File: src/rtl/archive_directory_flag_repair_unit_assert.svh
// assertion helpers for the flag repair unit
`ifndef ARCHIVE_DIRECTORY_FLAG_REPAIR_UNIT_ASSERT_SVH
`define ARCHIVE_DIRECTORY_FLAG_REPAIR_UNIT_ASSERT_SVH

// same-cycle implication
`define ADFR_ASSERT_NOW(lbl, ante, cons, msg) \
    lbl: assert property (@(posedge i_clk) disable iff (!i_rst_n) (ante) |-> (cons)) \
        else $error(msg);

// next-cycle implication
`define ADFR_ASSERT_NEXT(lbl, ante, cons, msg) \
    lbl: assert property (@(posedge i_clk) disable iff (!i_rst_n) (ante) |=> (cons)) \
        else $error(msg);

`endif

File: src/rtl/adfr_pkg.sv
package adfr_pkg;

    localparam int unsigned OUT_CNT_W  = 24;
    localparam int unsigned QDEPTH     = 2;
    localparam int unsigned QPTR_W     = $clog2(QDEPTH);

    localparam logic [7:0] ALT_CACHE_MASK = 8'h04;
    localparam logic [7:0] FLIP_MASK      = 8'h05;
    localparam logic [7:0] TERM_BYTE      = 8'hFF;

    // chunk record byte positions
    localparam logic [4:0] POS_FLAGS_HI  = 5'd1;
    localparam logic [4:0] POS_META_END  = 5'd29;
    localparam logic [4:0] POS_TERM_LO   = 5'd30;
    localparam logic [4:0] POS_TERM_HI   = 5'd31;
    // file header byte positions
    localparam logic [4:0] POS_PRE_LO    = 5'd4;
    localparam logic [4:0] POS_PRE_HI    = 5'd5;
    localparam logic [4:0] POS_HDR_END   = 5'd7;

    typedef struct packed {
        logic [7:0] data_byte;
        logic       last_byte;
    } t_in;

    typedef struct packed {
        logic [7:0]          out_byte;
        logic                end_of_tree;
        logic                tree_valid;
        logic                commit_repair;
        logic [OUT_CNT_W-1:0] entry_count;
        logic [OUT_CNT_W-1:0] chunk_count;
        logic [OUT_CNT_W-1:0] repaired_chunk_count;
        logic [OUT_CNT_W-1:0] repaired_entry_count;
    } t_out;

    typedef struct packed {
        logic repair_enable;
    } t_cfg;

    // classified word handed from parser to accounting
    typedef struct packed {
        logic [7:0] out_byte;
        logic       last;
        logic       valid;
        logic       inc_chunk;
        logic       inc_rep_chunk;
        logic       inc_entry;
        logic       inc_rep_entry;
    } t_op;

endpackage

File: src/rtl/adfr_fifo.sv
module adfr_fifo (
    input  logic          i_clk,
    input  logic          i_rst_n,
    input  logic          i_push,
    input  adfr_pkg::t_op i_op,
    input  logic          i_pop,
    output logic          o_full,
    output logic          o_valid,
    output adfr_pkg::t_op o_op
);
    import adfr_pkg::*;

    t_op               r_mem [QDEPTH];
    logic [QPTR_W-1:0] r_wr, r_rd;
    logic [QPTR_W:0]   r_cnt;

    assign o_full  = (r_cnt == (QPTR_W+1)'(QDEPTH));
    assign o_valid = (r_cnt != '0);
    assign o_op    = r_mem[r_rd];

    always_ff @(posedge i_clk) begin
        if (i_push) r_mem[r_wr] <= i_op;
    end

    always_ff @(posedge i_clk) begin
        if (!i_rst_n) begin
            r_wr  <= '0;
            r_rd  <= '0;
            r_cnt <= '0;
        end else begin
            if (i_push) r_wr <= r_wr + QPTR_W'(1);
            if (i_pop)  r_rd <= r_rd + QPTR_W'(1);
            case ({i_push, i_pop})
                2'b10:   r_cnt <= r_cnt + (QPTR_W+1)'(1);
                2'b01:   r_cnt <= r_cnt - (QPTR_W+1)'(1);
                default: r_cnt <= r_cnt;
            endcase
        end
    end
endmodule

File: config.mk
export PLATFORM = sky130hd
export DESIGN_NAME = adfr_fifo
export DESIGN_NICKNAME = d
export VERILOG_FILES = /design/src/rtl/archive_directory_flag_repair_unit_assert.svh /design/src/rtl/adfr_pkg.sv /design/src/rtl/adfr_fifo.sv
export SDC_FILE = /design/constraint.sdc
export NUM_CORES = 1
export LEC_CHECK = 0
export ABC_AREA = 1
export BUFFER_PORTS_ARGS = -buffer_cell sky130_fd_sc_hd__buf_2
export CAP_MARGIN = 40
export CORE_MARGIN = 4
export CORE_UTILIZATION = 40
export DETAILED_ROUTE_END_ITERATION = 6
export PLACE_DENSITY = 0.69
export SKIP_CTS_REPAIR_TIMING = 1
export SYNTH_ARGS = -nofsm -noshare
export SYNTH_HDL_FRONTEND = slang
export SYNTH_SLANG_ARGS = --single-unit
File: constraint.sdc
create_clock -name i_clk -period 1.7 [get_ports i_clk]
set_clock_uncertainty 0.2 [all_clocks]
set_input_delay 0.255 -clock i_clk [delete_from_list [all_inputs] [get_ports i_clk]]
set_output_delay 0.255 -clock i_clk [all_outputs]
set_load 0.01 [all_outputs]
==> flow_metrics.py <==
metrics = {
    "outcome": {
        "status": "complete, but fails checks",
        "violations": "negative hold slack, negative setup slack",
    },
    "final_layout": {
        "area_growth_pct": 49.0,
        "final_common_cell": "edfxtp_1",
        "multi_input_area_sq_um": 314,
        "antenna_cells": 0,
        "nets": 155,
        "drive_gt1_frac": 0.423,
        "most-common-layout-cells": "edfxtp_1 (28), buf_2 (19), dlygate4sd3_1 (15), mux2_4 (14), buf_6 (14)",
        "fillers": 214,
        "regArea_sq_um": 945,
    },
    "global_routing": {
        "grt_max_degree": 15,
        "globalRouteTotalUtil": 0.112,
        "antenna_found_initial": 0,
        "grt_pass1_wl_microns": 3370,
        "grt_pass1_vias": 767,
        "grt-ovfl-total": 0,
    },
    "setup_path": {
        "worstPathRequired_ns": 1.24,
        "r2r-start": "r_wr$_SDFFE_PN0P_",
        "crit_path_start_kind": "flip-flop",
        "r2r_end": "r_mem[1][10]$_DFFE_PP_",
        "crit_chain": "clkbuf_16, mux2_4, buf_6",
        "crit_path_max_fanout": 7,
        "crit_family": "flip-flops",
        "slowest_stage": "dfxtp_4",
        "crit_arrival_ns": 1.28,
        "cpPeakStageDelay_ns": 0.38,
        "cp-end-kind": "primary output",
        "worstSetupPathType": "reg -> out",
        "rrSetupSlack_ns": 0.50,
        "cp_num_buf_inv": 2,
        "r2r_cells": 3,
    },
    "hold_path": {
        "hold_start": "i_push",
        "min_path_cells": 3,
        "holdPathEnd": "r_wr$_SDFFE_PN0P_",
        "hold_path.class": "in -> reg",
    },
    "routing": {
        "drt_iter0_drc": 19,
        "vias_per_cell": 4.56,
        "wl_microns": 2150,
        "ant_nets": 0,
        "vias": 766,
        "firstDrtPassIters": 4,
        "wl_per_cell_microns": 12.8,
        "drc": 0,
    },
    "logic_synthesis": {
        "synth-seq-area-share": 0.761,
        "synth_nets": 97,
        "netlist_instances": 78,
        "ys_types": 11,
        "syn_avg_cell_area_sq_um": 15.8,
        "ys_warn_count": 0,
        "ys_top_cells_by_area": "edfxtp_1 (68%), mux2_2 (13%), dfxtp_1 (8.1%), nor2_1 (3.3%), nand2_1 (2.7%)",
        "synthDominantCellAreaShare": 0.680,
        "syn_area_sq_um": 1240,
        "ys_ff_latch": 33,
        "synth_top_area_cell": "edfxtp_1",
    },
    "timing": {
        "timing.final.crit_share": 1.02,
        "holdWs_ns": -0.00519,
        "hold_viol": 1,
        "drv_slew": 0,
        "max_slew_margin": 0.868,
        "min_period_ns": 1.73,
        "worst_slack_ns": -0.0316,
        "worstMarginPinSlew_ns": 0.198,
        "fmax_mhz": 578,
        "rsz0062_at_grt": "yes",
        "setup_violations": 13,
        "fin_setup_tns_ns": -0.205,
    },
    "die": {
        "io_pins": 34,
        "core_region_area_sq_um": 2850,
        "rows": 19,
        "die_h_microns": 63.6,
        "die_area_sq_um": 4040,
        "start_util": 0.433,
        "die_x_microns": 63.6,
    },
    "cts": {
        "clock-root-buffer": "clkbuf_4",
        "clockBufferDepth": 2,
        "cts_sinks": 33,
        "h-tree-depth": 2,
        "clkTransAtPathRegs_ns": 0.08,
        "cts_tree": "done",
        "insertion_delay_ns": 0.32,
        "cts_buffers": 5,
    },
    "place": {
        "gp_congestion": 0.633,
        "hpwlAfterDp_microns": 1390,
        "place_ws_ns": 0.271,
        "portBuffers": 33,
    },
    "power_and_ir_drop": {
        "vdd_drop_max_mv": 0.678,
        "p_leak_nw": 0.786,
        "power_density_nw_per_um2": 900,
    },
    "run": {
        "maxCapViolations": 0,
    },
}
-- per-stage QoR --
| step | cells | util | instance area [sq um] | total power, mW | hold slack [ns] |
|---|---|---|---|---|---|
| after floorplan | 78 | - | 1240 | 1.06 | 0.154 |
| after global placement | 144 | 0.513 | 1460 | 1.14 | 0.244 |
| after detailed placement | 144 | 0.513 | 1460 | 1.15 | 0.246 |
| after CTS | 152 | 0.534 | 1520 | 1.58 | -0.0996 |
| after global routing | 168 | 0.646 | 1840 | 1.75 | 0.00897 |
| final | 168 | 0.646 | 1840 | 1.66 | -0.00519 |
-- power by group --
part / switching (mW) / internal [mW]
combinational: 0.112 / 0.171
clock: 0.225 / 0.204
sequential: 0.0178 / 0.927
total: 0.355 / 1.30
-- synthesized netlist by cell type --
| master | number |
|---|---|
| buf_6 | 1 |
| mux2_2 | 14 |
| edfxtp_1 | 28 |
| ha_1 | 1 |
| nor2_1 | 11 |
| nand2_1 | 9 |
| inv_1 | 6 |
| a21oi_1 | 1 |
| nand4_1 | 1 |
| dfxtp_1 | 5 |
| o21ai_0 | 1 |
-- registers in the layout, summed over array words and instances, names as in the netlist, named ones only --
| name | flops |
|---|---|
| r_mem | 28 |
| r_wr | 1 |
| r_rd | 1 |
| r_cnt | 2 |
-- worst reg2reg max path: cells and delay by family, from the launching register on --
| kind | cells | cell delay, ns |
|---|---|---|
| buffers and inverters | 2 | 0.27 |
| DFF | 1 | 0.35 |
| and+or+nand+nor | 1 | 0.07 |
-- layout make-up --
| cell class | count | area share |
|---|---|---|
| inverter | 6 | 0.0122 |
| timing repair buffer | 52 | 0.251 |
| tap | 31 | 0.0211 |
| sequential | 33 | 0.513 |
| clock buffer | 8 | 0.0319 |
| multi-input combinational | 38 | 0.171 |
-- how the worst max path moves through the flow --
stage,endpoint,slack (ns),cells past startpoint
floorplan,r_mem[0][0]$_DFFE_PP_,0.18,1
global placement,o_op[9],0.27,3
detailed placement,o_op[9],0.27,3
CTS,o_op[9],-0.09,3
global route,o_op[4],-0.09,3
finish,o_op[4],-0.03,3
-- metal layers --
metal	vias to the layer above	wire, microns	track usage
met1	342	878	0.122
met3	4	151	0.0604
met4	0	23	0.0485
met2	27	1100	0.179
li1	393	-	-
met5	-	0	0
-- logic make-up after synthesis --
| family | synth area share |
|---|---|
| flip-flops | 0.761 |
| AO/OA/AOI/OAI | 0.00809 |
| adder cells (fa/ha/maj) | 0.0101 |
| multiplexers | 0.128 |
| buffers and inverters | 0.0273 |
| AND/OR/NAND/NOR | 0.0658 |
(Power assumes the default switching activity.)
