## config.mk

```make
export PLATFORM = sky130hd
export DESIGN_NAME = adfr_back
export DESIGN_NICKNAME = d
export VERILOG_FILES = /design/src/rtl/adfr_pkg.sv /design/src/rtl/adfr_back.sv
export VERILOG_INCLUDE_DIRS = /design/src /design/src/rtl
export SDC_FILE = /design/constraint.sdc
export NUM_CORES = 1
export LEC_CHECK = 0
export BUFFER_PORTS_ARGS = -buffer_cell sky130_fd_sc_hd__clkbuf_2
export CORE_MARGIN = 1.5
export CORE_UTILIZATION = 25
export DETAILED_ROUTE_END_ITERATION = 8
export SYNTH_ARGS = -nofsm -noshare
export SYNTH_HDL_FRONTEND = slang
export SYNTH_SLANG_ARGS = --single-unit
export TNS_END_PERCENT = 30
```

## constraint.sdc

```tcl
create_clock -name i_clk -period 7.2 [get_ports i_clk]
set_input_delay 0 -clock i_clk [delete_from_list [all_inputs] [get_ports i_clk]]
set_output_delay 0 -clock i_clk [all_outputs]
set_load 0.005 [all_outputs]
```

## src/rtl/archive_directory_flag_repair_unit_assert.svh

```systemverilog
// assertion helpers for the flag repair unit
`ifndef ARCHIVE_DIRECTORY_FLAG_REPAIR_UNIT_ASSERT_SVH
`define ARCHIVE_DIRECTORY_FLAG_REPAIR_UNIT_ASSERT_SVH

// same-cycle implication
`define ADFR_ASSERT_NOW(lbl, ante, cons, msg) \
    lbl: assert property (@(posedge i_clk) disable iff (!i_rst_n) (ante) |-> (cons)) \
        else $error(msg);

// next-cycle implication
`define ADFR_ASSERT_NEXT(lbl, ante, cons, msg) \
    lbl: assert property (@(posedge i_clk) disable iff (!i_rst_n) (ante) |=> (cons)) \
        else $error(msg);

`endif

```

## src/rtl/adfr_pkg.sv

```systemverilog
package adfr_pkg;

    localparam int unsigned OUT_CNT_W  = 24;
    localparam int unsigned QDEPTH     = 2;
    localparam int unsigned QPTR_W     = $clog2(QDEPTH);

    localparam logic [7:0] ALT_CACHE_MASK = 8'h04;
    localparam logic [7:0] FLIP_MASK      = 8'h05;
    localparam logic [7:0] TERM_BYTE      = 8'hFF;

    // chunk record byte positions
    localparam logic [4:0] POS_FLAGS_HI  = 5'd1;
    localparam logic [4:0] POS_META_END  = 5'd29;
    localparam logic [4:0] POS_TERM_LO   = 5'd30;
    localparam logic [4:0] POS_TERM_HI   = 5'd31;
    // file header byte positions
    localparam logic [4:0] POS_PRE_LO    = 5'd4;
    localparam logic [4:0] POS_PRE_HI    = 5'd5;
    localparam logic [4:0] POS_HDR_END   = 5'd7;

    typedef struct packed {
        logic [7:0] data_byte;
        logic       last_byte;
    } t_in;

    typedef struct packed {
        logic [7:0]          out_byte;
        logic                end_of_tree;
        logic                tree_valid;
        logic                commit_repair;
        logic [OUT_CNT_W-1:0] entry_count;
        logic [OUT_CNT_W-1:0] chunk_count;
        logic [OUT_CNT_W-1:0] repaired_chunk_count;
        logic [OUT_CNT_W-1:0] repaired_entry_count;
    } t_out;

    typedef struct packed {
        logic repair_enable;
    } t_cfg;

    // classified word handed from parser to accounting
    typedef struct packed {
        logic [7:0] out_byte;
        logic       last;
        logic       valid;
        logic       inc_chunk;
        logic       inc_rep_chunk;
        logic       inc_entry;
        logic       inc_rep_entry;
    } t_op;

endpackage

```

## src/rtl/adfr_back.sv

```systemverilog
module adfr_back #(
    parameter int unsigned COUNT_BITS = 24
) (
    input  logic           i_clk,
    input  logic           i_rst_n,
    input  logic           i_q_valid,
    input  adfr_pkg::t_op  i_op,
    output logic           o_pop,
    output logic           o_valid,
    input  logic           i_ready,
    output adfr_pkg::t_out o_data
);
    import adfr_pkg::*;

    logic [COUNT_BITS-1:0] r_ent, r_chk, r_rchk, r_rent;
    logic [COUNT_BITS-1:0] n_ent, n_chk, n_rchk, n_rent;
    logic                  r_out_valid;
    t_out                  r_out;

    function automatic logic [COUNT_BITS-1:0] sat_inc(
        input logic [COUNT_BITS-1:0] v,
        input logic                  en
    );
        logic [COUNT_BITS-1:0] res;
        res = v;
        if (en && v != '1) res = v + COUNT_BITS'(1);
        return res;
    endfunction

    assign o_pop   = i_q_valid && (!r_out_valid || i_ready);
    assign o_valid = r_out_valid;
    assign o_data  = r_out;

    assign n_ent  = sat_inc(r_ent,  i_op.inc_entry);
    assign n_chk  = sat_inc(r_chk,  i_op.inc_chunk);
    assign n_rchk = sat_inc(r_rchk, i_op.inc_rep_chunk);
    assign n_rent = sat_inc(r_rent, i_op.inc_rep_entry);

    always_ff @(posedge i_clk) begin
        if (!i_rst_n) begin
            r_out_valid <= 1'b0;
            r_ent       <= '0;
            r_chk       <= '0;
            r_rchk      <= '0;
            r_rent      <= '0;
        end else begin
            if (o_pop) begin
                r_out_valid <= 1'b1;
            end else if (i_ready) begin
                r_out_valid <= 1'b0;
            end
            if (o_pop) begin
                // counts restart as the tree summary is loaded into the output register
                r_ent  <= i_op.last ? '0 : n_ent;
                r_chk  <= i_op.last ? '0 : n_chk;
                r_rchk <= i_op.last ? '0 : n_rchk;
                r_rent <= i_op.last ? '0 : n_rent;
            end
        end
    end

    always_ff @(posedge i_clk) begin
        if (o_pop) begin
            r_out.out_byte    <= i_op.out_byte;
            r_out.end_of_tree <= i_op.last;
            if (i_op.last) begin
                r_out.tree_valid           <= i_op.valid;
                r_out.commit_repair        <= i_op.valid && (n_rchk != '0);
                r_out.entry_count          <= OUT_CNT_W'(n_ent);
                r_out.chunk_count          <= OUT_CNT_W'(n_chk);
                r_out.repaired_chunk_count <= OUT_CNT_W'(n_rchk);
                r_out.repaired_entry_count <= OUT_CNT_W'(n_rent);
            end else begin
                r_out.tree_valid           <= 1'b0;
                r_out.commit_repair        <= 1'b0;
                r_out.entry_count          <= '0;
                r_out.chunk_count          <= '0;
                r_out.repaired_chunk_count <= '0;
                r_out.repaired_entry_count <= '0;
            end
        end
    end

`include "archive_directory_flag_repair_unit_assert.svh"

    `ADFR_ASSERT_NEXT(a_cnt_restart, o_pop && i_op.last, r_chk == '0 && r_rchk == '0, "counts not cleared after tree end")
    `ADFR_ASSERT_NOW(a_commit_valid, r_out_valid && r_out.commit_repair, r_out.tree_valid && r_out.end_of_tree, "commit without valid tree")
    `ADFR_ASSERT_NOW(a_rep_le_chk, 1'b1, r_rent <= r_ent, "repaired entries exceed entries")
endmodule

```

==> results of run 1 <==
per-layer routing:
metal,vias up,track usage (%)
met5,-,0
met4,0,4.71
met3,41,1.68
met2,191,21.2
met1,4058,17.6
li1,4120,-
metrics by stage:
stage / instances / instance area, um2
after global routing: 1728 / 12000
after detailed placement: 1673 / 11100
after global placement: 1673 / 11100
final: 1728 / 12000
after CTS: 1727 / 12000
after floorplan: 1085 / 10100
logic make-up after synthesis:
kind of cell | Yosys count | share of synthesized area, %
multiplexers | 2 | 0.211
adder cells (fa/ha/maj) | 4 | 0.497
XOR/XNOR | 93 | 8.08
AND/OR/NAND/NOR | 466 | 22.8
AO/OA/AOI/OAI | 231 | 13.8
flip-flops | 204 | 51.1
buffers and inverters | 85 | 3.41
power by group:
group	leakage [uW]	total (uW)	internal (uW)	switching [uW]
Combinational	0.00198	146	45.3	101
Clock	0.000362	1190	698	494
Sequential	0.00184	1270	1260	14.1
synth_stat cells (all sizes together) (12+ instances only):
library cell	count	area [um2]
o21ai	77	389
a31oi	24	150
and4	14	123
xnor2	43	377
nor3	24	130
inv	12	45.1
and2	20	125
nand2	98	368
a22oi	12	90.1
clkbuf	63	236
nor2	156	586
or3	29	181
nand4	28	188
nand3	45	230
edfxtp	107	3210
o31ai	17	128
dfxtp	97	1940
xor2	50	438
and3	19	124
a21oi	64	324
sequential cells by signal, summed over array words and instances (netlist names):
signal,cells
r_rent,24
r_ent,24
r_rchk,24
r_chk,24
o_data,107
o_valid,1
worst paths after layout:
kind / start / endpoint / slack [ns] / cells past startpoint
worst max-delay path: r_rchk[5]$_SDFFE_PN0P_ / o_data[96]$_SDFFCE_PN0P_ / 4.01 / 7
worst min-delay path: i_op[0] / r_rent[4]$_SDFFE_PN0P_ / 0.08 / 5
worst max register to register: r_rchk[5]$_SDFFE_PN0P_ / o_data[96]$_SDFFCE_PN0P_ / 4.01 / 7
worst min register to register: r_chk[7]$_SDFFE_PN0P_ / r_chk[7]$_SDFFE_PN0P_ / 0.50 / 2
cell type report:
type	count	area share, %
sequential	204	42.8
multi-input combinational	796	38.1
timing repair buffer	149	6.94
tap	525	5.46
clock buffer	26	4.87
clock inverter	15	1.41
inverter	12	0.416
antenna	1	0.0208
worst max-delay path, stage by stage, from the launching register on:
cell,delay (ns)
dfxtp_1,0.50
nand4_1,0.30
or4_1,0.65
or3_1,0.36
xnor2_1,0.17
nand2b_1,0.15
or4_1,0.53
o31a_1,0.29
==> summary.txt, run 1 <==
Port Buffers -> 126
Die Y-Extent -> 204 um
Pre-antenna DRT Iters -> 5
Worst EP arrival -> 3.47 ns
Root buffer cell -> clkbuf_16
Synthesized area -> 10100 um2
Antenna violations before repair -> 1
Area of the multi-input gates -> 4580 um2
Area grow syn2layout -> 19.4%
Share of layout cells above drive strength 1 -> 15.9%
Post-Syn Instances -> 1085
Normalized max-slew margin -> 22.1%
Yosys Warn Count -> 0
CTS tree -> done
Flops & latches, synth -> 204
Ports -> 127
Leakage -> 0.00418 uW
Commonest non-fill, non-tap cells in the layout -> nor2_1 (156), clkbuf_2 (126), edfxtp_1 (107), nand2_1 (98), dfxtp_1 (97)
Number of enable flip-flop cells after synthesis -> 107
# fillers -> 4160
Clock Latency Late Sink -> 0.52 ns
Core Area -> 39700 um2
Core Util, Final -> 30.3%
Post-Syn Area per Cell -> 9.29 um2
Fin Clk Skew -> 0.0140 ns
Initial DRC count -> 528
Hold WC Path Type -> input port to flip-flop
Max Buffers Root-to-Sink -> 3
FMAX -> 0.313 GHz
Vias in the first global route -> 7911
Post-Syn Nets -> 1107
Max cap viols -> 0
Fin. Hold Viols -> 0
Total clock sinks -> 204
Postcts setup bufs -> 0
Drt via density -> 4.87
Overall Power -> 2610 uW
# hold bufs at CTS -> 13
Tmin final -> 3.19 ns
Drt wl/cell -> 16.0 um
Congestion Overflow GR -> 0
Number of H-tree levels -> 1
HPWL Detailed -> 17.4 mm
GRT Overall Usage -> 13.0%
Most common cell after layout, fill and taps aside -> nor2_1
Chip width -> 204 um
Synth unique cells -> 65
First-pass GRT wire length -> 43.4 mm
Worst-path fanout max -> 9
GPL Wtd Cong -> 0.869
Worst slew pin tran -> 1.16 ns
Final period util -> 44.4%
Status -> completed
Setup TNS -> 0 ns
Initial Util -> 25.4%
Via Count -> 8410
Met2 WL -> 12.8 mm
Pin count of the biggest net entering global routing -> 100
WHS -> 0.0801 ns
Routed WL -> 27.7 mm
Cell Pwr Density -> 217 nW/um2
Setup WS post-layout -> 4.01 ns
Post-CTS sizing -> 0
Core Rows -> 73
Setup crit start kind -> flip-flop
Setup-failing EPs final -> 0
CP endpoint kind -> flip-flop
WL met3 -> 1.18 mm
Slew Limit Fails -> 0
CTS buffer count -> 23
Ys flop type -> edfxtp_1
Ys async rst share -> 0%
Final ANT Viol Nets -> 0
RSZ-0062 raised after global routing -> false
Worst VDD drop -> 0.000131 V
Top Metal Used -> met4
Layout net count -> 1208
Required time of the worst setup path -> 7.47 ns
Register area -> 5150 um2
Clock Pin Slew Worst Setup and Hold Paths -> 0.07 ns
Register area share after synthesis -> 51.1%
Die area -> 41500 um2
DRC Markers -> 0
Crit path kind -> flip-flop to flip-flop
DP Worst Slack -> 4.05 ns
M1 WL -> 13.1 mm
(Power assumes the default switching activity.)
==> run 2, diff against run 1 <==
==> constraint.sdc (replaced) <==
create_clock -name i_clk -period 2.7 [get_ports i_clk]
set_input_delay 0 -clock i_clk [delete_from_list [all_inputs] [get_ports i_clk]]
set_output_delay 0 -clock i_clk [all_outputs]
set_load 0.005 [all_outputs]
==> summary.txt, run 2 (same netlist as run 1, synthesis figures left out) <==
Setup crit start kind -> flip-flop
DP Worst Slack -> -0.129 ns
CTS buffer count -> 25
HPWL Detailed -> 18.8 mm
Status -> finished, violations left
Area after DPL -> 11800 um2
GPL Wtd Cong -> 0.862
WL met3 -> 1.40 mm
Pre-antenna DRT Iters -> 7
Normalized max-slew margin -> 54.8%
Vias in the first global route -> 8464
Core Area -> 39700 um2
Met2 WL -> 13.5 mm
Routed WL -> 28.7 mm
Post-route cell area -> 12700 um2
Setup TNS -> -0.0576 ns
Leakage -> 0.00460 uW
Max FFs per register -> 107
Via Count -> 8597
Final period util -> 102%
Worst EP arrival -> 3.03 ns
# diodes -> 0
Required time of the worst setup path -> 2.98 ns
Top Metal Used -> met4
Pin count of the biggest net entering global routing -> 100
Worst-path fanout max -> 3
Chip width -> 204 um
DRC Markers -> 0
Max Buffers Root-to-Sink -> 3
Core Rows -> 73
Slew Limit Fails -> 0
Initial Util -> 25.4%
Die Y-Extent -> 204 um
Area grow syn2layout -> 26.0%
Die area -> 41500 um2
CTS tree -> done
Final ANT Viol Nets -> 0
Drt wl/cell -> 15.8 um
Hold WC Path Type -> input port to flip-flop
Share of layout cells above drive strength 1 -> 21.5%
Tmin final -> 2.76 ns
Max cap viols -> 0
Most common cell after layout, fill and taps aside -> nor2_1
Fin Clk Skew -> 0.00860 ns
Clock Latency Late Sink -> 0.53 ns
Port Buffers -> 126
# fillers -> 4133
Setup WS post-layout -> -0.0576 ns
Crit path kind -> flip-flop to flip-flop
R2R setup slack -> -0.06 ns
Ports -> 127
Core Util, Final -> 32.0%
Initial DRC count -> 506
Total clock sinks -> 204
Commonest non-fill, non-tap cells in the layout -> nor2_1 (156), clkbuf_2 (126), edfxtp_1 (107), nand2_1 (98), dfxtp_1 (94)
Clock Pin Slew Worst Setup and Hold Paths -> 0.06 ns
First-pass GRT wire length -> 44.9 mm
FMAX -> 0.363 GHz
Root buffer cell -> clkbuf_16
Antenna violations before repair -> 0
Fin. Hold Viols -> 0
Drt via density -> 4.75
Cell Pwr Density -> 542 nW/um2
Worst slew pin tran -> 0.672 ns
Layout net count -> 1290
Setup-failing EPs final -> 1
M1 WL -> 13.0 mm
Number of H-tree levels -> 1
RSZ-0062 raised after global routing -> true
Overall Power -> 6890 uW
Failing checks -> negative setup slack
GRT Overall Usage -> 13.6%
CP endpoint kind -> flip-flop
Congestion Overflow GR -> 0
Worst VDD drop -> 0.000417 V
## run 2: cell count changes in the layout (fill, tap and decap cells not counted), moves of 3 or more
cell / previous run / this run
clkbuf_1: 3 / 10
dfxtp_2: 0 / 3
buf_4: 10 / 86
bufinv_16: 3 / 0
dfxtp_1: 97 / 94
buf_12: 0 / 3
## run 2: power breakdown
part	switching (uW)	total, uW	internal [uW]
logic	285	427	142
registers	28.8	3380	3350
clock network	1320	3080	1760
## run 2: layout make-up
| cell class | instances | area (um2) | share of cell area (%) |
|---|---|---|---|
| inverters | 12 | 50.0 | 0.394 |
| flip-flops and latches | 204 | 5160 | 40.6 |
| multi-input cells | 796 | 4620 | 36.4 |
| well taps | 525 | 657 | 5.17 |
| clock buffers | 37 | 691 | 5.44 |
| clock inverters | 8 | 45.0 | 0.355 |
| repair buffers | 229 | 1480 | 11.6 |
## run 2: metrics by stage
step,cells,hold slack [ns]
after CTS,1810,0.0405
final,1811,0.0797
after detailed placement,1751,0.184
after floorplan,1085,0.0989
after global routing,1811,0.120
after global placement,1751,0.179
## run 2: final timing paths
| kind | startpoint | to | depth (start not counted) |
|---|---|---|---|
| worst max register to register | r_rchk[1]$_SDFFE_PN0P_ | o_data[96]$_SDFFCE_PN0P_ | 8 |
| worst min register to register | r_ent[7]$_SDFFE_PN0P_ | r_ent[7]$_SDFFE_PN0P_ | 2 |
| worst max-delay path | r_rchk[1]$_SDFFE_PN0P_ | o_data[96]$_SDFFCE_PN0P_ | 8 |
| worst min-delay path | i_op[0] | r_rent[14]$_SDFFE_PN0P_ | 5 |
## run 2: repair_timing
action | CTS | global route
endpoints found under the hold margin | 18 | 0
hold buffers | 14 | 0
setup buffers | 0 | 1
pin swaps | 2 | 1
setup endpoints to repair | 1 | 4
gates resized for setup | 4 | 3
## run 2: routing by layer
| metal | vias to the layer above | GRT usage (%) |
|---|---|---|
| li1 | 4265 | - |
| met1 | 4124 | 17.0 |
| met2 | 161 | 22.7 |
| met3 | 47 | 2.89 |
| met4 | 0 | 5.32 |
| met5 | - | 0 |
## run 2: worst max-delay path, cell delays in order (launching register included)
cell and delay (ns):
dfxtp_2 0.35, ha_4 0.14, nand2_1 0.05, or4_4 0.55
or3_4 0.36, xnor2_1 0.14, nand2b_1 0.14, or4_1 0.50
o31a_1 0.29
