File: config.mk
export PLATFORM = sky130hd
export DESIGN_NAME = adfr_front
export DESIGN_NICKNAME = d
export VERILOG_FILES = /design/src/rtl/archive_directory_flag_repair_unit_assert.svh /design/src/rtl/adfr_pkg.sv /design/src/rtl/adfr_front.sv
export SDC_FILE = /design/constraint.sdc
export NUM_CORES = 1
export LEC_CHECK = 0
export ABC_AREA = 1
export BUFFER_PORTS_ARGS = -buffer_cell sky130_fd_sc_hd__buf_2
export CAP_MARGIN = 20
export CORE_MARGIN = 1.5
export CORE_UTILIZATION = 59
export DETAILED_ROUTE_END_ITERATION = 7
export PLACE_DENSITY = 0.86
export SLEW_MARGIN = 20
export SYNTH_ARGS = -nofsm -noshare
export SYNTH_HDL_FRONTEND = slang
export SYNTH_SLANG_ARGS = --single-unit
File: constraint.sdc
create_clock -name i_clk -period 2.4 [get_ports i_clk]
set_input_delay 0.24 -clock i_clk [delete_from_list [all_inputs] [get_ports i_clk]]
set_output_delay 0.24 -clock i_clk [all_outputs]
set_load 0.02 [all_outputs]
File: src/rtl/archive_directory_flag_repair_unit_assert.svh
// assertion helpers for the flag repair unit
`ifndef ARCHIVE_DIRECTORY_FLAG_REPAIR_UNIT_ASSERT_SVH
`define ARCHIVE_DIRECTORY_FLAG_REPAIR_UNIT_ASSERT_SVH

// same-cycle implication
`define ADFR_ASSERT_NOW(lbl, ante, cons, msg) \
    lbl: assert property (@(posedge i_clk) disable iff (!i_rst_n) (ante) |-> (cons)) \
        else $error(msg);

// next-cycle implication
`define ADFR_ASSERT_NEXT(lbl, ante, cons, msg) \
    lbl: assert property (@(posedge i_clk) disable iff (!i_rst_n) (ante) |=> (cons)) \
        else $error(msg);

`endif

File: src/rtl/adfr_pkg.sv
package adfr_pkg;

    localparam int unsigned OUT_CNT_W  = 24;
    localparam int unsigned QDEPTH     = 2;
    localparam int unsigned QPTR_W     = $clog2(QDEPTH);

    localparam logic [7:0] ALT_CACHE_MASK = 8'h04;
    localparam logic [7:0] FLIP_MASK      = 8'h05;
    localparam logic [7:0] TERM_BYTE      = 8'hFF;

    // chunk record byte positions
    localparam logic [4:0] POS_FLAGS_HI  = 5'd1;
    localparam logic [4:0] POS_META_END  = 5'd29;
    localparam logic [4:0] POS_TERM_LO   = 5'd30;
    localparam logic [4:0] POS_TERM_HI   = 5'd31;
    // file header byte positions
    localparam logic [4:0] POS_PRE_LO    = 5'd4;
    localparam logic [4:0] POS_PRE_HI    = 5'd5;
    localparam logic [4:0] POS_HDR_END   = 5'd7;

    typedef struct packed {
        logic [7:0] data_byte;
        logic       last_byte;
    } t_in;

    typedef struct packed {
        logic [7:0]          out_byte;
        logic                end_of_tree;
        logic                tree_valid;
        logic                commit_repair;
        logic [OUT_CNT_W-1:0] entry_count;
        logic [OUT_CNT_W-1:0] chunk_count;
        logic [OUT_CNT_W-1:0] repaired_chunk_count;
        logic [OUT_CNT_W-1:0] repaired_entry_count;
    } t_out;

    typedef struct packed {
        logic repair_enable;
    } t_cfg;

    // classified word handed from parser to accounting
    typedef struct packed {
        logic [7:0] out_byte;
        logic       last;
        logic       valid;
        logic       inc_chunk;
        logic       inc_rep_chunk;
        logic       inc_entry;
        logic       inc_rep_entry;
    } t_op;

endpackage

File: src/rtl/adfr_front.sv
module adfr_front (
    input  logic          i_clk,
    input  logic          i_rst_n,
    input  logic          i_repair_enable,
    input  logic          i_valid,
    input  adfr_pkg::t_in i_data,
    input  logic          i_q_full,
    output logic          o_ready,
    output logic          o_push,
    output adfr_pkg::t_op o_op
);
    import adfr_pkg::*;

    typedef enum logic [3:0] {
        PH_EXT_START, PH_EXT_REST, PH_DIR_START, PH_DIR_REST, PH_FILE_START,
        PH_FILE_REST, PH_HEADER, PH_PRELOAD, PH_CHUNK, PH_TAIL
    } t_phase;

    t_phase      r_phase, n_phase;
    logic [4:0]  r_pos, n_pos;
    logic [7:0]  r_pre_lo, n_pre_lo;
    logic [15:0] r_pre_rem, n_pre_rem;
    logic        r_term_ff, n_term_ff;
    logic        r_entry_rep, n_entry_rep;
    logic        r_chunk_pend, n_chunk_pend;
    logic        r_tail_nz, n_tail_nz;

    logic [7:0]  b;
    logic [15:0] pre_dec;

    assign b       = i_data.data_byte;
    assign pre_dec = r_pre_rem - 16'd1;
    assign o_ready = !i_q_full;
    assign o_push  = i_valid && !i_q_full;

    always_comb begin
        n_phase      = r_phase;
        n_pos        = r_pos;
        n_pre_lo     = r_pre_lo;
        n_pre_rem    = r_pre_rem;
        n_term_ff    = r_term_ff;
        n_entry_rep  = r_entry_rep;
        n_chunk_pend = r_chunk_pend;
        n_tail_nz    = r_tail_nz;
        o_op         = '0;
        o_op.out_byte = b;
        o_op.last     = i_data.last_byte;

        case (r_phase)
            PH_EXT_START:  n_phase = (b == 8'd0) ? PH_TAIL : PH_EXT_REST;
            PH_EXT_REST:   if (b == 8'd0) n_phase = PH_DIR_START;
            PH_DIR_START:  n_phase = (b == 8'd0) ? PH_EXT_START : PH_DIR_REST;
            PH_DIR_REST:   if (b == 8'd0) n_phase = PH_FILE_START;
            PH_FILE_START: n_phase = (b == 8'd0) ? PH_DIR_START : PH_FILE_REST;
            PH_FILE_REST: begin
                if (b == 8'd0) begin
                    n_phase     = PH_HEADER;
                    n_pos       = '0;
                    n_entry_rep = 1'b0;
                end
            end
            PH_HEADER: begin
                if (r_pos == POS_PRE_LO) begin
                    n_pre_lo = b;
                end else if (r_pos == POS_PRE_HI) begin
                    n_pre_rem = {b, r_pre_lo};
                end
                if (r_pos >= POS_HDR_END) begin
                    n_pos   = '0;
                    n_phase = (r_pre_rem == 16'd0) ? PH_CHUNK : PH_PRELOAD;
                end else begin
                    n_pos = r_pos + 5'd1;
                end
            end
            PH_PRELOAD: begin
                n_pre_rem = pre_dec;
                if (pre_dec == 16'd0) begin
                    n_phase = PH_CHUNK;
                    n_pos   = '0;
                end
            end
            PH_CHUNK: begin
                if (r_pos == POS_FLAGS_HI && (b & ALT_CACHE_MASK) != 8'd0) begin
                    n_chunk_pend = 1'b1;
                    if (i_repair_enable) o_op.out_byte = b ^ FLIP_MASK;
                end
                if (r_pos == POS_META_END && r_chunk_pend) begin
                    o_op.inc_rep_chunk = 1'b1;
                    n_entry_rep        = 1'b1;
                    n_chunk_pend       = 1'b0;
                end
                if (r_pos == POS_TERM_LO) n_term_ff = (b == TERM_BYTE);
                if (r_pos >= POS_TERM_HI) begin
                    o_op.inc_chunk = 1'b1;
                    n_pos          = '0;
                    if (r_term_ff && b == TERM_BYTE) begin
                        o_op.inc_entry     = 1'b1;
                        o_op.inc_rep_entry = r_entry_rep;
                        n_entry_rep        = 1'b0;
                        n_phase            = PH_FILE_START;
                    end
                end else begin
                    n_pos = r_pos + 5'd1;
                end
            end
            PH_TAIL:       if (b != 8'd0) n_tail_nz = 1'b1;
            default: begin
                n_phase   = PH_TAIL;
                n_tail_nz = 1'b1;
            end
        endcase

        o_op.valid = (n_phase == PH_TAIL) && !n_tail_nz;
    end

    always_ff @(posedge i_clk) begin
        if (!i_rst_n || (o_push && i_data.last_byte)) begin
            r_phase      <= PH_EXT_START;
            r_pos        <= '0;
            r_pre_lo     <= '0;
            r_pre_rem    <= '0;
            r_term_ff    <= 1'b0;
            r_entry_rep  <= 1'b0;
            r_chunk_pend <= 1'b0;
            r_tail_nz    <= 1'b0;
        end else if (o_push) begin
            r_phase      <= n_phase;
            r_pos        <= n_pos;
            r_pre_lo     <= n_pre_lo;
            r_pre_rem    <= n_pre_rem;
            r_term_ff    <= n_term_ff;
            r_entry_rep  <= n_entry_rep;
            r_chunk_pend <= n_chunk_pend;
            r_tail_nz    <= n_tail_nz;
        end
    end
endmodule

==> results of run 1 <==
-- through the flow --
stage	worst slack, ns	area (um2)
floorplan	0.496	2680
global placement	0.452	2810
detailed placement	0.344	2810
CTS	0.0441	2930
global route	0.0260	2950
finish	0.223	2950
-- cells by family (layout without fill, tap and decap cells) --
family                     after synthesis  after routing
AOI/OAI and AO/OA                       89             89
and+or+nand+nor                        219            219
buffers and inverters                   81            105
xor gates and xnor gates                 3              3
DFF                                     37             37
adders and majority gates                7              7
-- sequential cells by signal, summed over array words and instances (netlist names) --
register      cells
r_chunk_pend      1
r_entry_rep       1
r_term_ff         1
r_pre_rem        16
r_pre_lo          8
r_tail_nz         1
r_pos             5
r_phase           4
-- worst register-to-register path, delay by kind of cell (launching register included) --
family,cells,cell delay (ns)
adder cells (fa/ha/maj),1,0.24
AND/OR/NAND/NOR,14,1.41
flip-flops,1,0.34
buffers and inverters,1,0.13
-- routing by layer --
metal	part of all wire (%)	up-vias	GRT usage, %
met5	0	-	0
met4	1.7	0	9.19
met3	8.3	15	3.03
met2	46	163	49.1
met1	44	1341	41.5
li1	-	1461	-
-- worst max path at each step --
| stage | start | end | slack, ns | cells past startpoint |
|---|---|---|---|---|
| 6_report | r_pre_rem[0]$_SDFFE_PP0P_ | r_pos[1]$_SDFFE_PP0P_ | 0.22 | 16 |
| 5_1_grt | r_pre_rem[0]$_SDFFE_PP0P_ | r_pos[1]$_SDFFE_PP0P_ | 0.03 | 16 |
| 4_1_cts | r_phase[0]$_SDFFE_PP0P_ | o_op[6] | 0.04 | 8 |
| 3_5_place_dp | r_pre_rem[0]$_SDFFE_PP0P_ | r_pos[1]$_SDFFE_PP0P_ | 0.34 | 16 |
| 3_3_place_gp | r_phase[0]$_SDFFE_PP0P_ | o_op[6] | 0.45 | 8 |
| 2_1_floorplan | r_phase[0]$_SDFFE_PP0P_ | o_op[0] | 0.50 | 7 |
-- cells in the mapped netlist (all sizes together) (5+ instances only) --
master	count	share of area, %
a21oi	41	7.7
nor2	71	12
ha	7	3.3
dfxtp	37	28
nand3	26	4.9
buf	12	3.2
nand4	8	1.9
clkbuf	5	0.70
nor3	10	1.9
inv	62	8.7
o21ai	34	6.4
nand2	97	14
-- repair_timing --
item | in CTS | in global routing
hold buffers | 0 | 0
gates resized for setup | 0 | 5
setup endpoints to repair | 0 | 5
-- power by group through the flow --
stage / combinational, mW / sequential, mW / clock (mW)
CTS: 0.151 / 0.627 / 0.563
global route: 0.171 / 0.628 / 0.586
finish: 0.156 / 0.627 / 0.558
floorplan: 0.107 / 0.640 / 0
global placement: 0.146 / 0.641 / 0
detailed placement: 0.151 / 0.641 / 0
-- layout make-up --
type	instances	area, um2	area share (%)
Tap cell	52	65.1	2.21
Inverter	64	241	8.20
Clock inverter	3	46.3	1.57
Sequential cell	37	741	25.1
Timing Repair Buffer	33	175	5.94
Clock buffer	5	68.8	2.34
Multi-Input combinational cell	318	1610	54.6
==> reports/metrics.cfg, run 1 <==
[run_status]
status=complete, no violations

[logic_synthesis]
synth_area_mm2=0.00268
synthArstFlopShare_pct=0
synth_compound_area_share_pct=18.4
synth_mux_area_share_pct=0
yosys_most_used_dff=dfxtp_1
syn_inst=436
synthDistinctLibCells=36
yosys_warnings=0
avgSynthCellArea_um2=6.14
ys_ff_latch=37
synth_adder_area_share_pct=3.27
synth_top_family_by_area=simple AND/OR/NAND/NOR gates
synth_seq_area_share_pct=27.7
yosys.area_share.simple_pct=36.7
synth_xor_area_share_pct=0.981
synth_edf_count=0
synth.net_count=457

[timing]
finalCritPeriodShare_pct=90.7
finalCriticalPeriod_ns=2.18
tns_ns=0
tightest_slew_ns=0.620
slew_violations=0
clock_skew_ns=0.00479
rsz0062_at_grt=no
hold_viol=0
relSlewSlack_pct=58.6
hold_ws_ns=0.274
final-setup-viol-count=0
max_clock_freq_mhz=459

[placed_design]
placed_cells=504
io_buffers=29
gp_congestion=0.912
post-dp-hpwl_mm=5.20

[drt]
ant_nets=0
drt_iter0_drc=369
avgRoutedWirePerCell_um=14.1
vias=2980
drc=0
routed_wirelength_mm=7.24
avgViaCountPerCell=5.82
first_pass_iters=5

[setup_path]
crit_type=reg2reg
cp_slowest_stage_delay_ns=0.34
r2r_cells=16
cp_top_family=simple AND/OR/NAND/NOR gates
r2r_end=r_pos[1]$_SDFFE_PP0P_
r2r_start=r_pre_rem[0]$_SDFFE_PP0P_
r2r_slack_ns=0.22
path_max_fanout=11
worstPathRequired_ns=2.64
cp_common_cell=nand2_1
critPathSlowestCell=dfxtp_1
path_cells=inv_2, ha_2, nand2_1, nor2_1, nand2_1, nor2_1, nand2_1, nand2_1, nand2_1, nor2_2, nand3_1, nand2_4, nand2_1, nand2_1, nand2_1, nor2_1
crit_buf_inv=1
cp.arrival_ns=2.41
start_kind=flop
endpoint_kind=flop

[power_and_ir_drop]
power-per-cell-area_mw_per_mm2=455
vdd_drop_max_v=0.000411
seqPwrFrac_pct=46.8
p_sw_share_pct=26.9
power_mw=1.34
internal_power_mw=0.980
switchingPower_mw=0.361
p_leak_nw=1.32
power_frac_comb_pct=11.6
power_frac_clock_pct=41.6

[grt]
grt_pass1_vias=2658
grt_antenna_before_repair=0
grt_overflow_total=0
grt_use_total_pct=30.0
grt_pass1_wl_mm=12.1
grt_max_degree=23

[floorplanning]
die_w_um=70.4
die_h_um=70.4
core_mm2=0.00435
initial_core_util_pct=61.5
dieArea_mm2=0.00495
io_pins=30
num_rows=24

[min_path]
min_to=r_pre_lo[7]$_SDFFE_PP0P_
hold_depth=3
min_path_type=in2reg
worstHoldStart=i_data[8]

[run]
drv_cap=0

[finish]
finish.utilization_pct=67.7
syn2layout_area_growth_pct=10.0
final_cell_mix=nand2_1, nor2_1, inv_1
n_antenna_cell=0
nNetsFinal=480
layout_commonest_cell=nand2_1
fill_cells=386
drive_gt1_share_pct=17.4
fin_cells=512

[clock_tree]
cts_tree=done
postCtsSetupBuffers=0
root_buffer=clkbuf_8
cts.clk_slew.worst_paths_ns=0.08
cts_made_buffers=5
htreeDepth=2
clkSinkCount=37
clock_latency_ns=0.29
cts_buffer_depth=2

No activity file was read; power rests on OpenSTA's default activity.
==> inputs of run 2 (changes only) <==
--- a/config.mk
+++ b/config.mk
@@ -12,6 +12,8 @@
 export CORE_UTILIZATION = 59
 export DETAILED_ROUTE_END_ITERATION = 7
 export PLACE_DENSITY = 0.86
+export SETUP_SLACK_MARGIN = 0.5
+export SKIP_CTS_REPAIR_TIMING = 1
 export SLEW_MARGIN = 20
 export SYNTH_ARGS = -nofsm -noshare
 export SYNTH_HDL_FRONTEND = slang
==> reports/metrics.cfg, run 2 (same netlist as run 1, synthesis figures left out) <==
[drt]
drt_iter0_drc=348  ; -5.7%
vias=3241  ; +8.8%
first_pass_iters=7  ; +2
drc=1  ; +1
avgRoutedWirePerCell_um=16.1  ; +14%
avgViaCountPerCell=6.13  ; +5.3%
routed_wirelength_mm=8.53  ; +18%
ant_nets=0  ; unchanged

[power_and_ir_drop]
p_sw_share_pct=30.9  ; +4.0 points
power_mw=1.30  ; -3.3%
vdd_drop_max_v=0.000402  ; -2.1%
switchingPower_mw=0.401  ; +11%
p_leak_nw=1.44  ; +9.2%
seqPwrFrac_pct=48.5  ; +1.7 points
power_frac_clock_pct=37.3  ; -4.3 points
power-per-cell-area_mw_per_mm2=399  ; -12%
internal_power_mw=0.897  ; -8.5%
power_frac_comb_pct=14.2  ; +2.6 points

[timing]
relSlewSlack_pct=56.3  ; -2.3 points
final-setup-viol-count=0  ; unchanged
finalCritPeriodShare_pct=85.2  ; -5.4 points
clock_skew_ns=0.0137  ; +0.00889 ns
hold_viol=0  ; unchanged
tns_ns=0  ; unchanged
rsz0062_at_grt=yes
max_clock_freq_mhz=489  ; +6.4%
finalCriticalPeriod_ns=2.05  ; -0.131 ns
slew_violations=0  ; unchanged
tightest_slew_ns=0.655  ; +0.0346 ns

[finish]
regArea_um2=754  ; +1.9%
multi_input_area_mm2=0.00177  ; +10%
drive_gt1_share_pct=28.9  ; +12 points
regMostFlops=r_pre_rem
nNetsFinal=497  ; +3.5%
layout_commonest_cell=nand2_1
fill_cells=314  ; -19%
design_area_mm2=0.00325  ; +10%
largest_register_ffs=16  ; unchanged
n_antenna_cell=0  ; unchanged
final_cell_mix=nand2_1, inv_1, nor2_1
top_regs=r_pre_rem (16), r_pre_lo (8), r_pos (5)
syn2layout_area_growth_pct=21.4

[grt]
grt_antenna_before_repair=0  ; unchanged
grt_pass1_vias=2595  ; -2.4%
grt_overflow_total=0  ; unchanged
grt_max_degree=23  ; unchanged
grt_use_total_pct=28.8  ; -1.2 points
grt_pass1_wl_mm=11.5  ; -4.6%

[floorplanning]
core_mm2=0.00435  ; unchanged
initial_core_util_pct=61.5  ; unchanged
num_rows=24  ; unchanged
die_w_um=70.4  ; unchanged
die_h_um=70.4  ; unchanged
dieArea_mm2=0.00495  ; unchanged
io_pins=30  ; unchanged

[clock_tree]
htreeDepth=2  ; unchanged
clkSinkCount=37  ; unchanged
cts.clk_slew.worst_paths_ns=0.09  ; about the same
cts_buffer_depth=2  ; unchanged
clock_latency_ns=0.31  ; +0.02 ns
cts_tree=done
root_buffer=clkbuf_8
cts_made_buffers=5  ; unchanged

[min_path]
min_path_type=in2reg

[run_status]
status=finished, violations left
violations=DRC

[setup_path]
worstPathRequired_ns=2.60  ; -0.04 ns
path_max_fanout=6  ; -5
start_kind=flop
crit_type=reg2reg
endpoint_kind=flop
cp.arrival_ns=2.24  ; -0.17 ns

[placed_design]
io_buffers=29  ; unchanged
gp_congestion=1.01  ; +11%
post-dp-hpwl_mm=5.03  ; -3.3%
place_area_mm2=0.00281  ; -0.18%

[run]
drv_cap=0  ; unchanged

## run 2: per-stage QoR
step           cells  hold WS (ns)  setup WS, ns  utilization [%]
6_report         529         0.245         0.354             74.7
4_1_cts          511         0.259        0.0113             66.7
2_1_floorplan    436         0.414         0.606                -
3_5_place_dp     503         0.437         0.303             64.5
3_3_place_gp     503         0.433         0.347             64.5
5_1_grt          529         0.308         0.216             74.7
## run 2: power by group through the flow
| stage | clock network (mW) | logic, mW | registers (mW) |
|---|---|---|---|
| CTS | 0.484 | 0.150 | 0.627 |
| global placement | 0 | 0.147 | 0.641 |
| finish | 0.483 | 0.185 | 0.629 |
| detailed placement | 0 | 0.149 | 0.641 |
| floorplan | 0 | 0.108 | 0.640 |
| global route | 0.503 | 0.200 | 0.630 |
## run 2: path summary, 6_finish.rpt
| path | from | end | slack [ns] | cells past startpoint |
|---|---|---|---|---|
| worst max register to register | r_pre_rem[2]$_SDFFE_PP0P_ | r_pos[2]$_SDFFE_PP0P_ | 0.35 | 13 |
| worst max-delay path | r_pre_rem[2]$_SDFFE_PP0P_ | r_pos[2]$_SDFFE_PP0P_ | 0.35 | 13 |
| worst min register to register | r_pre_lo[2]$_SDFFE_PP0P_ | r_pre_lo[2]$_SDFFE_PP0P_ | 0.45 | 2 |
| worst min-delay path | i_data[1] | r_pre_lo[0]$_SDFFE_PP0P_ | 0.24 | 3 |
## run 2: metal layers
metal | track usage [%] | up-vias | share of wire (%)
li1 | - | 1484 | -
met1 | 37.2 | 1490 | 39
met2 | 46.8 | 221 | 47
met3 | 6.35 | 46 | 9.7
met4 | 10.7 | 0 | 4.1
met5 | 0 | - | 0
## run 2: worst max-delay path, cell delays in order, from the launching register on
cell and delay, ns:
dfxtp_1 0.40, nor2_4 0.17, nand2_4 0.10, nor2_1 0.20, nand3_1 0.13, nand2_1 0.15
nand2_1 0.11, nor2_2 0.13, nand3_2 0.10, nand2_4 0.15, buf_12 0.13, nand3_2 0.05
nand2_1 0.08, nor2_1 0.04
## run 2: final cells by class
cell class | count | share of cell area (%)
Timing Repair Buffer | 47 | 9.54
Tap cell | 52 | 2.00
Sequential cell | 37 | 23.2
Inverter | 64 | 7.58
Multi-Input combinational cell | 319 | 54.5
Timing Repair inverter | 2 | 0.308
Clock inverter | 3 | 0.770
Clock buffer | 5 | 2.12
